## config.mk

```make
export PLATFORM = sky130hd
export DESIGN_NAME = twsl_ctrl
export DESIGN_NICKNAME = d
export VERILOG_FILES = /design/src/hw/rtl/twsl_pkg.sv /design/src/hw/rtl/twsl_ctrl.sv
export SDC_FILE = /design/constraint.sdc
export NUM_CORES = 1
export LEC_CHECK = 0
export BUFFER_PORTS_ARGS = -buffer_cell sky130_fd_sc_hd__buf_2
export CAP_MARGIN = 20
export CORE_ASPECT_RATIO = 1.5
export CORE_MARGIN = 2
export CORE_UTILIZATION = 45
export DETAILED_ROUTE_END_ITERATION = 12
export PLACE_DENSITY = 0.68
export SYNTH_ARGS = -nofsm -noshare
export SYNTH_HDL_FRONTEND = slang
export SYNTH_SLANG_ARGS = --single-unit
export TNS_END_PERCENT = 30
```

## constraint.sdc

```tcl
create_clock -name i_clk -period 3.35 [get_ports i_clk]
set_input_delay 0.67 -clock i_clk [delete_from_list [all_inputs] [get_ports i_clk]]
set_output_delay 0.67 -clock i_clk [all_outputs]
set_load 0.02 [all_outputs]
```

## src/hw/rtl/twsl_pkg.sv

```systemverilog
// Shared types, codes and constants of the twist slew and speed limiter.
package twsl_pkg;

    // Field widths.
    localparam int VelW    = 24;
    localparam int TimeW   = 32;
    localparam int PeriodW = 16;
    localparam int DtW     = 14;
    localparam int CfgW    = 26;
    localparam int CfgIdxW = 3;
    localparam int LimW    = 23;
    localparam int ProdW   = 48;
    localparam int SumW    = 50;
    localparam int RootW   = 25;

    // Configuration register indexes.
    localparam logic [CfgIdxW-1:0] CFG_HOLD      = 3'd0;
    localparam logic [CfgIdxW-1:0] CFG_WATCHDOG  = 3'd1;
    localparam logic [CfgIdxW-1:0] CFG_LIN_SPEED = 3'd2;
    localparam logic [CfgIdxW-1:0] CFG_LIN_ACCEL = 3'd3;
    localparam logic [CfgIdxW-1:0] CFG_ANG_SPEED = 3'd4;
    localparam logic [CfgIdxW-1:0] CFG_ANG_ACCEL = 3'd5;

    // Configuration reset values.
    localparam logic [25:0]     RST_HOLD      = 26'd0;
    localparam logic [23:0]     RST_WATCHDOG  = 24'd100000;
    localparam logic [LimW-1:0] RST_LIN_SPEED = 23'd6554;
    localparam logic [LimW-1:0] RST_LIN_ACCEL = 23'd65536;
    localparam logic [LimW-1:0] RST_ANG_SPEED = 23'd32768;
    localparam logic [LimW-1:0] RST_ANG_ACCEL = 23'd65536;

    // Tick period clamp and step rounding (microseconds to seconds).
    localparam logic [DtW-1:0] DT_MIN     = 14'd100;
    localparam logic [DtW-1:0] DT_MAX     = 14'd10000;
    localparam logic [19:0]    STEP_ROUND = 20'd500000;

    // Division by one million: drop the factor 2^6 by a shift, then multiply
    // by the reciprocal of 15625 scaled by 2^45, which is exact for any
    // dividend below 2^31.
    localparam int             STEP_PRE   = 6;
    localparam int             STEP_SHIFT = 45;
    localparam logic [31:0]    STEP_RECIP = 32'd2251799814;

    // Item kinds.
    localparam logic FUNC_TARGET = 1'b0;
    localparam logic FUNC_TICK   = 1'b1;

    // Result status codes.
    typedef enum logic [1:0] {
        ST_ARM   = 2'd0,
        ST_HOLD  = 2'd1,
        ST_NOTGT = 2'd2,
        ST_TRACK = 2'd3
    } t_status;

    // Datapath operations issued by the controller.
    typedef enum logic [4:0] {
        OP_NOP,
        OP_CAPTURE,
        OP_ARM,
        OP_ZERO,
        OP_DROP,
        OP_MUL_STEP,
        OP_DIV_LD_STEP,
        OP_DIV_ITER,
        OP_LIM_STEP,
        OP_LOAD_DELTA,
        OP_LOAD_CMD,
        OP_MUL_SQ,
        OP_ACC,
        OP_MUL_LL,
        OP_SQRT_LD,
        OP_SQRT_ITER,
        OP_MUL_SC,
        OP_DIV_LD_SC,
        OP_WR_SC,
        OP_ADD_CMD,
        OP_STORE_CMD,
        OP_OUT
    } t_op;

    // Command from controller to datapath.
    typedef struct packed {
        t_op         op;
        logic        k;      // 0 linear, 1 angular
        logic [1:0]  idx;    // component index
        t_status     status;
    } t_cmd;

    // Status from datapath to controller.
    typedef struct packed {
        logic is_tick;
        logic armed;
        logic in_hold;
        logic fresh;
        logic gt;
        logic div_done;
        logic sqrt_done;
    } t_stat;

    // Input payload.
    typedef struct packed {
        logic                      func;
        logic [TimeW-1:0]          time_us;
        logic [PeriodW-1:0]        period_us;
        logic signed [VelW-1:0]    lin_x;
        logic signed [VelW-1:0]    lin_y;
        logic signed [VelW-1:0]    lin_z;
        logic signed [VelW-1:0]    ang_x;
        logic signed [VelW-1:0]    ang_y;
        logic signed [VelW-1:0]    ang_z;
    } t_in_item;

endpackage

```

## src/hw/rtl/twsl_ctrl.sv

```systemverilog
// Sequencer of the limiter: walks each tick through the datapath operations.
module twsl_ctrl (
    input  logic            i_clk,
    input  logic            i_rst_n,
    input  logic            i_in_valid,
    output logic            o_in_ready,
    input  logic            i_out_ready,
    output logic            o_out_valid,
    input  twsl_pkg::t_stat i_stat,
    output twsl_pkg::t_cmd  o_cmd
);
    import twsl_pkg::*;

    typedef enum logic [4:0] {
        S_IDLE, S_DECIDE, S_MULSTEP, S_DIVLD, S_LIMSTEP, S_LOADD,
        S_SQ, S_ACC, S_LL, S_CMP, S_SQLD, S_SQRT, S_SCMUL, S_SCLD, S_DIVSC,
        S_SCWR, S_AFTER, S_LDSPD, S_OUT
    } t_state;

    t_state     r_state;
    logic       r_k;
    logic       r_pass;
    logic [1:0] r_idx;
    t_status    r_status;
    logic       r_out_valid;

    assign o_in_ready  = (r_state == S_IDLE);
    assign o_out_valid = r_out_valid;

    // Operation decode for the current step.
    always_comb begin
        o_cmd        = '0;
        o_cmd.op     = OP_NOP;
        o_cmd.k      = r_k;
        o_cmd.idx    = r_idx;
        o_cmd.status = r_status;
        case (r_state)
            S_IDLE:    o_cmd.op = i_in_valid ? OP_CAPTURE : OP_NOP;
            S_DECIDE: begin
                if (!i_stat.is_tick) begin
                    o_cmd.op = OP_NOP;
                end else if (!i_stat.armed) begin
                    o_cmd.op = OP_ARM;
                end else if (i_stat.in_hold) begin
                    o_cmd.op = OP_ZERO;
                end else if (!i_stat.fresh) begin
                    o_cmd.op = OP_DROP;
                end
            end
            S_MULSTEP: o_cmd.op = OP_MUL_STEP;
            S_DIVLD:   o_cmd.op = OP_DIV_LD_STEP;
            S_LIMSTEP: o_cmd.op = OP_LIM_STEP;
            S_LOADD:   o_cmd.op = OP_LOAD_DELTA;
            S_SQ:      o_cmd.op = OP_MUL_SQ;
            S_ACC:     o_cmd.op = OP_ACC;
            S_LL:      o_cmd.op = OP_MUL_LL;
            S_SQLD:    o_cmd.op = OP_SQRT_LD;
            S_SQRT:    o_cmd.op = i_stat.sqrt_done ? OP_NOP : OP_SQRT_ITER;
            S_SCMUL:   o_cmd.op = OP_MUL_SC;
            S_SCLD:    o_cmd.op = OP_DIV_LD_SC;
            S_DIVSC:   o_cmd.op = i_stat.div_done ? OP_NOP : OP_DIV_ITER;
            S_SCWR:    o_cmd.op = OP_WR_SC;
            S_AFTER:   o_cmd.op = r_pass ? OP_STORE_CMD : OP_ADD_CMD;
            S_LDSPD:   o_cmd.op = OP_LOAD_CMD;
            S_OUT:     o_cmd.op = (!r_out_valid || i_out_ready) ? OP_OUT : OP_NOP;
            default:   o_cmd.op = OP_NOP;
        endcase
    end

    // State and registered outputs.
    always_ff @(posedge i_clk) begin
        if (!i_rst_n) begin
            r_state     <= S_IDLE;
            r_k         <= 1'b0;
            r_pass      <= 1'b0;
            r_idx       <= 2'd0;
            r_status    <= ST_ARM;
            r_out_valid <= 1'b0;
        end else begin
            // The result transaction leaves the output register unless a new one loads.
            if (r_out_valid && i_out_ready && (r_state != S_OUT)) begin
                r_out_valid <= 1'b0;
            end
            case (r_state)
                S_IDLE: begin
                    if (i_in_valid) begin
                        r_state <= S_DECIDE;
                    end
                end
                S_DECIDE: begin
                    r_k    <= 1'b0;
                    r_pass <= 1'b0;
                    if (!i_stat.is_tick) begin
                        r_state <= S_IDLE;
                    end else if (!i_stat.armed) begin
                        r_status <= ST_ARM;
                        r_state  <= S_OUT;
                    end else if (i_stat.in_hold) begin
                        r_status <= ST_HOLD;
                        r_state  <= S_OUT;
                    end else if (!i_stat.fresh) begin
                        r_status <= ST_NOTGT;
                        r_state  <= S_OUT;
                    end else begin
                        r_status <= ST_TRACK;
                        r_state  <= S_MULSTEP;
                    end
                end
                S_MULSTEP: r_state <= S_DIVLD;
                S_DIVLD:   r_state <= S_LIMSTEP;
                S_LIMSTEP: r_state <= S_LOADD;
                S_LOADD: begin
                    r_pass  <= 1'b0;
                    r_idx   <= 2'd0;
                    r_state <= S_SQ;
                end
                S_SQ:  r_state <= S_ACC;
                S_ACC: begin
                    if (r_idx == 2'd2) begin
                        r_state <= S_LL;
                    end else begin
                        r_idx   <= r_idx + 2'd1;
                        r_state <= S_SQ;
                    end
                end
                S_LL:  r_state <= S_CMP;
                S_CMP: r_state <= i_stat.gt ? S_SQLD : S_AFTER;
                S_SQLD: r_state <= S_SQRT;
                S_SQRT: begin
                    if (i_stat.sqrt_done) begin
                        r_idx   <= 2'd0;
                        r_state <= S_SCMUL;
                    end
                end
                S_SCMUL: r_state <= S_SCLD;
                S_SCLD:  r_state <= S_DIVSC;
                S_DIVSC: begin
                    if (i_stat.div_done) begin
                        r_state <= S_SCWR;
                    end
                end
                S_SCWR: begin
                    if (r_idx == 2'd2) begin
                        r_state <= S_AFTER;
                    end else begin
                        r_idx   <= r_idx + 2'd1;
                        r_state <= S_SCMUL;
                    end
                end
                S_AFTER: begin
                    if (!r_pass) begin
                        r_state <= S_LDSPD;
                    end else if (!r_k) begin
                        r_k     <= 1'b1;
                        r_state <= S_MULSTEP;
                    end else begin
                        r_state <= S_OUT;
                    end
                end
                S_LDSPD: begin
                    r_pass  <= 1'b1;
                    r_idx   <= 2'd0;
                    r_state <= S_SQ;
                end
                S_OUT: begin
                    if (!r_out_valid || i_out_ready) begin
                        r_out_valid <= 1'b1;
                        r_state     <= S_IDLE;
                    end
                end
                default: r_state <= S_IDLE;
            endcase
        end
    end

    // A loaded result shows as valid in the next cycle.
    a_out_loads: assert property (@(posedge i_clk) disable iff (!i_rst_n)
        (o_cmd.op == OP_OUT) |=> r_out_valid)
        else $error("result register loaded but not valid");

    // The divider is never stepped past its last bit.
    a_div_bound: assert property (@(posedge i_clk) disable iff (!i_rst_n)
        (o_cmd.op == OP_DIV_ITER) |-> !i_stat.div_done)
        else $error("divider stepped after completion");

    // The component index stays within a 3-vector.
    a_idx_range: assert property (@(posedge i_clk) disable iff (!i_rst_n)
        r_idx != 2'd3)
        else $error("component index out of range");

    // Only one transaction is taken before its work starts.
    a_one_item: assert property (@(posedge i_clk) disable iff (!i_rst_n)
        (i_in_valid && o_in_ready) |=> !o_in_ready)
        else $error("second transaction taken while busy");

endmodule

```

==> results of run 1 <==
-- worst max-delay path by stage --
stage | startpoint | endpoint | slack (ns) | cells after the start
6_report | r_state[1] | o_cmd[5] | 0.44 | 5
5_1_grt | r_state[1] | o_cmd[5] | 0.31 | 5
4_1_cts | r_state[1] | o_cmd[5] | 0.48 | 5
3_5_place_dp | i_out_ready | o_cmd[7] | 0.78 | 6
3_3_place_gp | i_out_ready | o_cmd[7] | 0.78 | 6
2_1_floorplan | i_out_ready | o_cmd[7] | 1.05 | 4
-- layout by cell type (no fill, tap or decap), types with 2 or more instances in the layout --
cell type,count
nand2_1,13
dfxtp_1,12
mux2i_1,2
nor3b_1,3
buf_4,2
a21boi_0,2
buf_2,22
o211ai_1,2
a31oi_1,3
clkbuf_4,3
a21oi_1,6
nand3b_1,3
xor2_1,2
a32oi_1,3
nor3_1,6
or2_1,2
nand3_1,8
inv_1,7
o22ai_1,2
nor2_1,15
o21ai_0,7
o41a_1,2
nand2b_1,6
nor2b_1,2
-- logic make-up (layout without fill, tap and decap cells) --
group,after synthesis,count (layout),share of synthesized area
compound gates,38,38,0.249
xor+xnor,2,2,0.0161
fa+ha+maj,1,1,0.0115
buf+inv,19,35,0.106
flops,12,12,0.221
mux,2,2,0.0184
simple gates,72,72,0.379
-- final cells by class --
| type | instances | area, µm² | share of cell area |
|---|---|---|---|
| Clock buffer | 4 | 36.3 | 0.0305 |
| Timing Repair Buffer | 24 | 125 | 0.105 |
| Tap cell | 23 | 28.8 | 0.0242 |
| Inverter | 7 | 26.3 | 0.0221 |
| Multi-Input combinational cell | 115 | 732 | 0.616 |
| Sequential cell | 12 | 240 | 0.202 |
-- sequential cells by signal (all words and copies together) (netlist names) --
register and flops:
r_pass 1, r_state 5, o_out_valid 1, r_k 1, r_idx 2, r_status 2
-- metal layers --
metal / vias to the layer above / share of wire
li1: 568 / -
met4: 0 / 0.039
met3: 9 / 0.052
met2: 51 / 0.50
met5: - / 0
met1: 546 / 0.41
-- where the power goes --
part | total (mW) | internal [mW] | switching, mW
Combinational | 0.207 | 0.0826 | 0.124
Clock | 0.113 | 0.0662 | 0.0470
Sequential | 0.190 | 0.154 | 0.0352
Total | 0.509 | 0.303 | 0.206
-- metrics by stage --
stage          cell area [µm²]  worst slack (ns)
3_5_place_dp              1150             0.776
3_3_place_gp              1150             0.785
6_report                  1190             0.445
2_1_floorplan             1090              1.05
5_1_grt                   1190             0.307
4_1_cts                   1190             0.482
-- worst reg2reg max path, stage by stage (launching register included) --
cell and delay (ns):
dfxtp_1 0.69, nor4b_1 0.57, a221oi_1 0.13, nor3_2 0.28, mux2i_1 0.23
==> metrics.yaml, run 1 <==
cts_resized: 0
area_growth_pct: 9.32
status: "finished, final reports clean"
grt_pass1_vias: 1049
drc: 0
crit_path_max_incr_delay_ns: 0.78
synthTopCellsByCount: "nor2_1, nand2_1, dfxtp_1, nand3_1"
antenna_found_initial: 0
ys_ff_latch: 12
cts_root_buf: "clkbuf_4"
dieWidth_um: 44.1
dpl.cell_count: 181
final_util: 0.526
skew_ns: 0.00211
synth.distinct_cells: 51
fill_cells: 228
firstDrtPassIters: 4
fmax_mhz: 344
syn_nets: 158
synth_most_common_cell: "nor2_1"
dp_hpwl_um: 2150
ir_drop_mv: 0.295
grt_overflow: 0
fin_nets: 175
tightestPinTransition_ns: 0.748
grt_usage: 0.218
critical_path_class: "reg -> out"
total_power_uw: 509
final_antenna_net_count: 0
finalWirelength_um: 2870
r2r_cells: 4
maxCapViolCount: 0
ys_seq_area_frac: 0.221
ioPinCount: 23
power_density_nw_per_um2: 428
slew_headroom: 0.501
power.static_leakage_nw: 0.470
worstPathCellList: "nand2_1 > nor4b_4 > or2_1 > nand4b_1 > buf_2"
setup_tns_ns: 0
synth_edf_count: 0
crit_family: "simple AND/OR/NAND/NOR gates"
clkSinkCount: 12
timing.rr.start: "r_state[4]"
hold_ws_ns: 0.455
grt_max_degree: 23
maxSlewViolCount: 0
path_buf_inv: 1
arrival_ns: 2.24
wire_per_inst_um: 15.5
finalSetupViolations: 0
crit_fanout: 22
dieArea_um2: 2830
rsz0062_at_grt: "no"
period_share: 0.867
drive_gt1_frac: 0.204
htree_levels: 1
holdCritStartpoint: "r_status[0]"
synthFlopType: "dfxtp_1"
syn_area_per_cell_um2: 7.45
start_kind: "flip-flop"
async_flop_share: 0
hold_path_depth: 2
yosys-top-cells-area: "dfxtp_1, nor2_1, nand2_1"
rrSetupSlack_ns: 1.39
cts_hold_buf: 0
stdcell_count: 185
critical_path.slowest_cell: "dfxtp_1"
coreArea_um2: 2260
num_rows: 21
grtUsageMet2: 0.331
io_buffers: 22
clock_path_buffers: 2
met3_usage: 0.0198
drt_iter0_markers: 46
top_usage_layer: "met2"
clock_latency_ns: 0.27
report.final.hold_viol_count: 0
min_to: "r_status[0]"
synth_top_area_frac: 0.221
gp_congestion: 0.906
required_ns: 2.68
die_h_um: 64.2
endpoint_kind: "output port"
synth_cells: 146
rr_endpoint: "r_idx[0]"
yosysWarnings: 0
viasPerCell: 6.35
clk_pin_slew_ns: 0.07
hp-class: "reg -> reg"
via_count: 1174
synth_area_um2: 1090
post_cts_buffers: 0
diodes: 0
grt_pass1_wl_um: 4730
period_needed_ns: 2.91
grt_use_met1: 0.280
cts_tree: "yes"
start_util: 0.481
synth_top_cell_by_area: "dfxtp_1"
numCtsBuffers: 3
Power figures use the tool's default switching activity.
==> inputs of run 2 (changes only) <==
--- a/config.mk
+++ b/config.mk
@@ -5,13 +5,12 @@
 export SDC_FILE = /design/constraint.sdc
 export NUM_CORES = 1
 export LEC_CHECK = 0
-export BUFFER_PORTS_ARGS = -buffer_cell sky130_fd_sc_hd__buf_2
 export CAP_MARGIN = 20
 export CORE_ASPECT_RATIO = 1.5
 export CORE_MARGIN = 2
 export CORE_UTILIZATION = 45
 export DETAILED_ROUTE_END_ITERATION = 12
-export PLACE_DENSITY = 0.68
+export DONT_BUFFER_PORTS = 1
 export SYNTH_ARGS = -nofsm -noshare
 export SYNTH_HDL_FRONTEND = slang
 export SYNTH_SLANG_ARGS = --single-unit
==> run 2 against run 1 <==
  * Combinational power down 14%
  * Register-to-register slack better by 0.02 ns
  * Utilization down 5.5 points
  * Sequential share of layout area up 2.4 points
  * Final cell count down 12%
  * Power down 10%
  * Non-clock buffer count down 22
  * Flip-flop and latch count unchanged
  * Clock skew up 0.0019 ns
  * Global-route usage up 0.86 points
  * Routed wire length up 3.3%
  * Design area down 10%
  * Largest cell class unchanged
==> metrics.yaml, run 2 (same netlist as run 1, synthesis figures left out) <==
largest-register: "r_state"
crit_fanout: 19
drc: 0
dp_hpwl_um: 2230
path_buf_inv: 0
skew_ns: 0.00401
critical_path.slowest_cell: "dfxtp_1"
grt_max_degree: 23
cts_resized: 0
arrival_ns: 2.17
grt_usage: 0.227
period_share: 0.848
antenna_found_initial: 0
cts_root_buf: "clkbuf_4"
status: "finished, final reports clean"
required_ns: 2.68
coreArea_um2: 2260
final_common_cell: "nor2_1"
finalWirelength_um: 2970
most-common-layout-cells: "nor2_1, nand2_1, dfxtp_1"
clk_pin_slew_ns: 0.07
rrSetupSlack_ns: 1.41
viasPerCell: 6.67
fin_nets: 153
num_rows: 21
drt_iter0_markers: 46
total_power_uw: 456
hp-class: "in -> reg"
power.static_leakage_nw: 0.361
final_antenna_net_count: 0
die_h_um: 64.2
dieArea_um2: 2830
wire_per_inst_um: 18.3
top_regs: "r_state: 5 flops, r_idx: 2 flops, r_status: 2 flops"
dieWidth_um: 44.1
maxSlewViolCount: 0
critical_path_class: "reg -> out"
ir_drop_mv: 0.262
gp_congestion: 0.870
clock_latency_ns: 0.26
setup_tns_ns: 0
drive_gt1_frac: 0.0719
clkSinkCount: 12
crit_path_max_incr_delay_ns: 0.72
slew_headroom: 0.477
clock_path_buffers: 2
tightestPinTransition_ns: 0.784
stdcell_count: 162
period_needed_ns: 2.84
diodes: 0
cts_tree: "yes"
firstDrtPassIters: 5
io_buffers: 0
start_kind: "flip-flop"
endpoint_kind: "output port"
rsz0062_at_grt: "no"
grt_pass1_wl_um: 4910
fill_cells: 253
grt_overflow: 0
report.final.hold_viol_count: 0
fmax_mhz: 352
post_cts_buffers: 0
dpl.cell_count: 159
finalSetupViolations: 0
cts_hold_buf: 0
largest_reg_flops: 5
worstPathCellList: "nor2b_2 > nor4b_4 > or2_1 > a2111o_1"
start_util: 0.481
numCtsBuffers: 3
power_density_nw_per_um2: 429
crit_family: "flip-flops"
ioPinCount: 23
maxCapViolCount: 0
via_count: 1081
area_growth_pct: -2.07
grt_pass1_vias: 1064
hold_ws_ns: 0.517
htree_levels: 1
-- run 2: cell types whose count changed in the layout (fill, tap and decap cells not counted) --
cell / change
buf_2: -22
clkbuf_8: -1
-- run 2: path summary, 6_finish.rpt --
kind,start,end,cells after the start
max,r_state[4],o_cmd[7],4
min,i_rst_n,r_state[0],2
max reg2reg,r_state[4],r_state[1],4
min reg2reg,r_status[0],r_status[0],2
-- run 2: metal layers --
metal	vias up	global-route usage	share of wire
met5	-	0	0
met4	0	0.163	0.039
met3	10	0.0254	0.059
met2	48	0.355	0.50
li1	521	-	-
met1	502	0.277	0.40
-- run 2: power breakdown --
group	total [mW]	internal (mW)	switching, mW
registers	0.196	0.154	0.0412
clock network	0.0839	0.0415	0.0424
logic	0.177	0.0652	0.112
-- run 2: per-stage QoR --
stage	cell area (µm²)	util	setup WS (ns)
5_1_grt	1060	0.471	0.393
4_1_cts	1060	0.471	0.541
3_3_place_gp	1040	0.461	0.839
3_5_place_dp	1040	0.461	0.845
6_report	1060	0.471	0.510
2_1_floorplan	1090	-	1.05
-- run 2: final cells by class --
class | count | area (µm²) | area share
Timing Repair Buffer | 2 | 15.0 | 0.0141
Sequential cell | 12 | 240 | 0.226
Tap cell | 23 | 28.8 | 0.0270
Multi-Input combinational cell | 115 | 732 | 0.687
Inverter | 7 | 26.3 | 0.0247
Clock buffer | 3 | 22.5 | 0.0212
==> inputs of run 3 (changes only) <==
--- a/config.mk
+++ b/config.mk
@@ -5,6 +5,7 @@
 export SDC_FILE = /design/constraint.sdc
 export NUM_CORES = 1
 export LEC_CHECK = 0
+export ABC_AREA = 1
 export CAP_MARGIN = 20
 export CORE_ASPECT_RATIO = 1.5
 export CORE_MARGIN = 2
==> constraint.sdc (replaced) <==
create_clock -name i_clk -period 2.46 [get_ports i_clk]
set_input_delay 0.492 -clock i_clk [delete_from_list [all_inputs] [get_ports i_clk]]
set_output_delay 0.492 -clock i_clk [all_outputs]
set_load 0.02 [all_outputs]
==> run 3 against run 2 <==
  * Via count up 7.6%
  * First-iteration DRC count up 48%
  * Die area down 6.7%
  * Final cell count up 21%
  * Count of clock-buffer cells in the layout up 1
  * Flip-flop and latch count unchanged
  * Critical path depth down 1
  * Worst setup slack worse by 0.38 ns
  * Synthesized cell count up 17%
  * Design area down 0.12%
  * Critical path type unchanged
==> metrics.yaml, run 3 <==
status: "finished, final reports clean"
clkSinkCount: 12
p_clk_frac: 0.252
layout_setup_ws_ns: 0.133
pwr-share-seq: 0.351
p_sw_uw: 296
crit_family: "compound AO/OA/AOI/OAI gates"
antenna_found_initial: 0
synthFlopType: "dfxtp_1"
synth_edf_count: 0
total_power_uw: 671
synth_top_cell_by_area: "dfxtp_1"
drive_gt1_frac: 0.127
grt_max_degree: 13
synthTopCellsByCount: "nand2_1, nor2_1, nand3_1, inv_1"
switching_share: 0.441
hold_ws_ns: 0.361
ir_drop_mv: 0.463
final_antenna_net_count: 0
tightestPinTransition_ns: 0.707
stdcell_count: 196
rrSetupSlack_ns: 0.82
area_growth_pct: 5.46
clk_pin_slew_ns: 0.09
power_density_nw_per_um2: 631
largest-register: "r_state"
final_common_cell: "nand2_1"
skew_ns: 0.00655
finalWirelength_um: 3050
maxSlewViolCount: 0
syn_nets: 183
cts_root_buf: "clkbuf_4"
dpl.cell_count: 192
largest_reg_flops: 5
synth_most_common_cell: "nand2_1"
maxCapViolCount: 0
via_count: 1163
drc: 0
hp-class: "in -> reg"
fill_cells: 238
diodes: 0
fin_nets: 186
endpoint_kind: "output port"
synth_top_area_frac: 0.238
critical_path.slowest_cell: "o31ai_1"
slew_headroom: 0.525
top_regs: "r_state: 5 flops, r_idx: 2 flops, r_status: 2 flops"
firstDrtPassIters: 6
cts_tree: "yes"
htree_levels: 1
dp_slack_ns: 0.397
dpl_cell_area_um2: 1030
period_needed_ns: 2.33
wire_per_inst_um: 15.6
grt_pass1_vias: 1107
p_comb_frac: 0.397
critical_path_class: "reg -> out"
start_util: 0.462
yosys-top-cells-area: "dfxtp_1, nand2_1, nand3_1"
clock_path_buffers: 2
io_buffers: 0
finalInstanceArea_um2: 1060
report.final.hold_viol_count: 0
arrival_ns: 1.84
dieWidth_um: 42.7
synth_cells: 171
num_rows: 21
grt_pass1_wl_um: 4750
async_flop_share: 0
start_kind: "flip-flop"
period_share: 0.946
viasPerCell: 5.93
synth_area_um2: 1010
required_ns: 1.97
numCtsBuffers: 3
p_int_uw: 375
clock_latency_ns: 0.29
crit_fanout: 9
synth.distinct_cells: 27
final_util: 0.488
coreArea_um2: 2180
grt_usage: 0.244
yosysWarnings: 0
rsz0062_at_grt: "no"
die_h_um: 62.0
syn_area_per_cell_um2: 5.90
dieArea_um2: 2640
gp_congestion: 0.971
grt_overflow: 0
ioPinCount: 23
finalSetupViolations: 0
crit_path_max_incr_delay_ns: 0.63
power.static_leakage_nw: 0.504
ys_ff_latch: 12
cts_hold_buf: 0
worstPathCellList: "nor2_4 > nand4_2 > o31ai_1"
most-common-layout-cells: "nand2_1, nor2_1, nand3_1"
ys_seq_area_frac: 0.238
fmax_mhz: 430
path_buf_inv: 0
setup_tns_ns: 0
drt_iter0_markers: 68
dp_hpwl_um: 2430
run 3: worst register-to-register path: cells and delay by family, from the launching register on:
kind / cells / cell delay (ns)
buffers and inverters: 1 / 0.16
AO/OA/AOI/OAI: 1 / 0.18
flip-flops: 1 / 0.54
AND/OR/NAND/NOR: 7 / 0.69
run 3: final cells by class:
cell class	instances	area (µm²)	share of cell area
Clock buffer	4	36.3	0.0341
Inverter	19	73.8	0.0694
Multi-Input combinational cell	137	676	0.635
Sequential cell	12	241	0.227
Tap cell	23	28.8	0.0271
Timing Repair Buffer	1	7.51	0.00706
run 3: power by group through the flow:
| stage | registers, mW | clock network [mW] | logic, mW |
|---|---|---|---|
| after floorplan | 0.229 | 0 | 0.213 |
| after global placement | 0.239 | 0 | 0.258 |
| after detailed placement | 0.239 | 0 | 0.259 |
| after CTS | 0.234 | 0.170 | 0.260 |
| after global routing | 0.238 | 0.175 | 0.291 |
| final | 0.236 | 0.169 | 0.266 |
run 3: cells by family after synthesis:
family / after synthesis / synth area share
and+or+nand+nor: 112 / 0.527
DFF: 12 / 0.238
AOI/OAI and AO/OA: 24 / 0.130
buffers and inverters: 22 / 0.0918
adders and majority gates: 1 / 0.0124
run 3: final timing paths:
path / startpoint / endpoint / depth (start not counted)
min reg2reg: r_pass / r_pass / 2
max: r_state[3] / o_cmd[7] / 3
max reg2reg: r_state[3] / r_state[2] / 9
min: i_stat[5] / r_status[0] / 2
run 3: what timing repair did:
action,4_1_cts,5_1_grt
setup endpoints to repair,0,2
resized for setup,0,2
buffers inserted,0,0
run 3: metal layers:
metal  track usage  part of all wire  vias to the layer above
met3        0.0347             0.043                       19
li1              -                 -                      568
met5             0                 0                        -
met2         0.424              0.48                       44
met4         0.219             0.069                        0
met1         0.257              0.41                      532
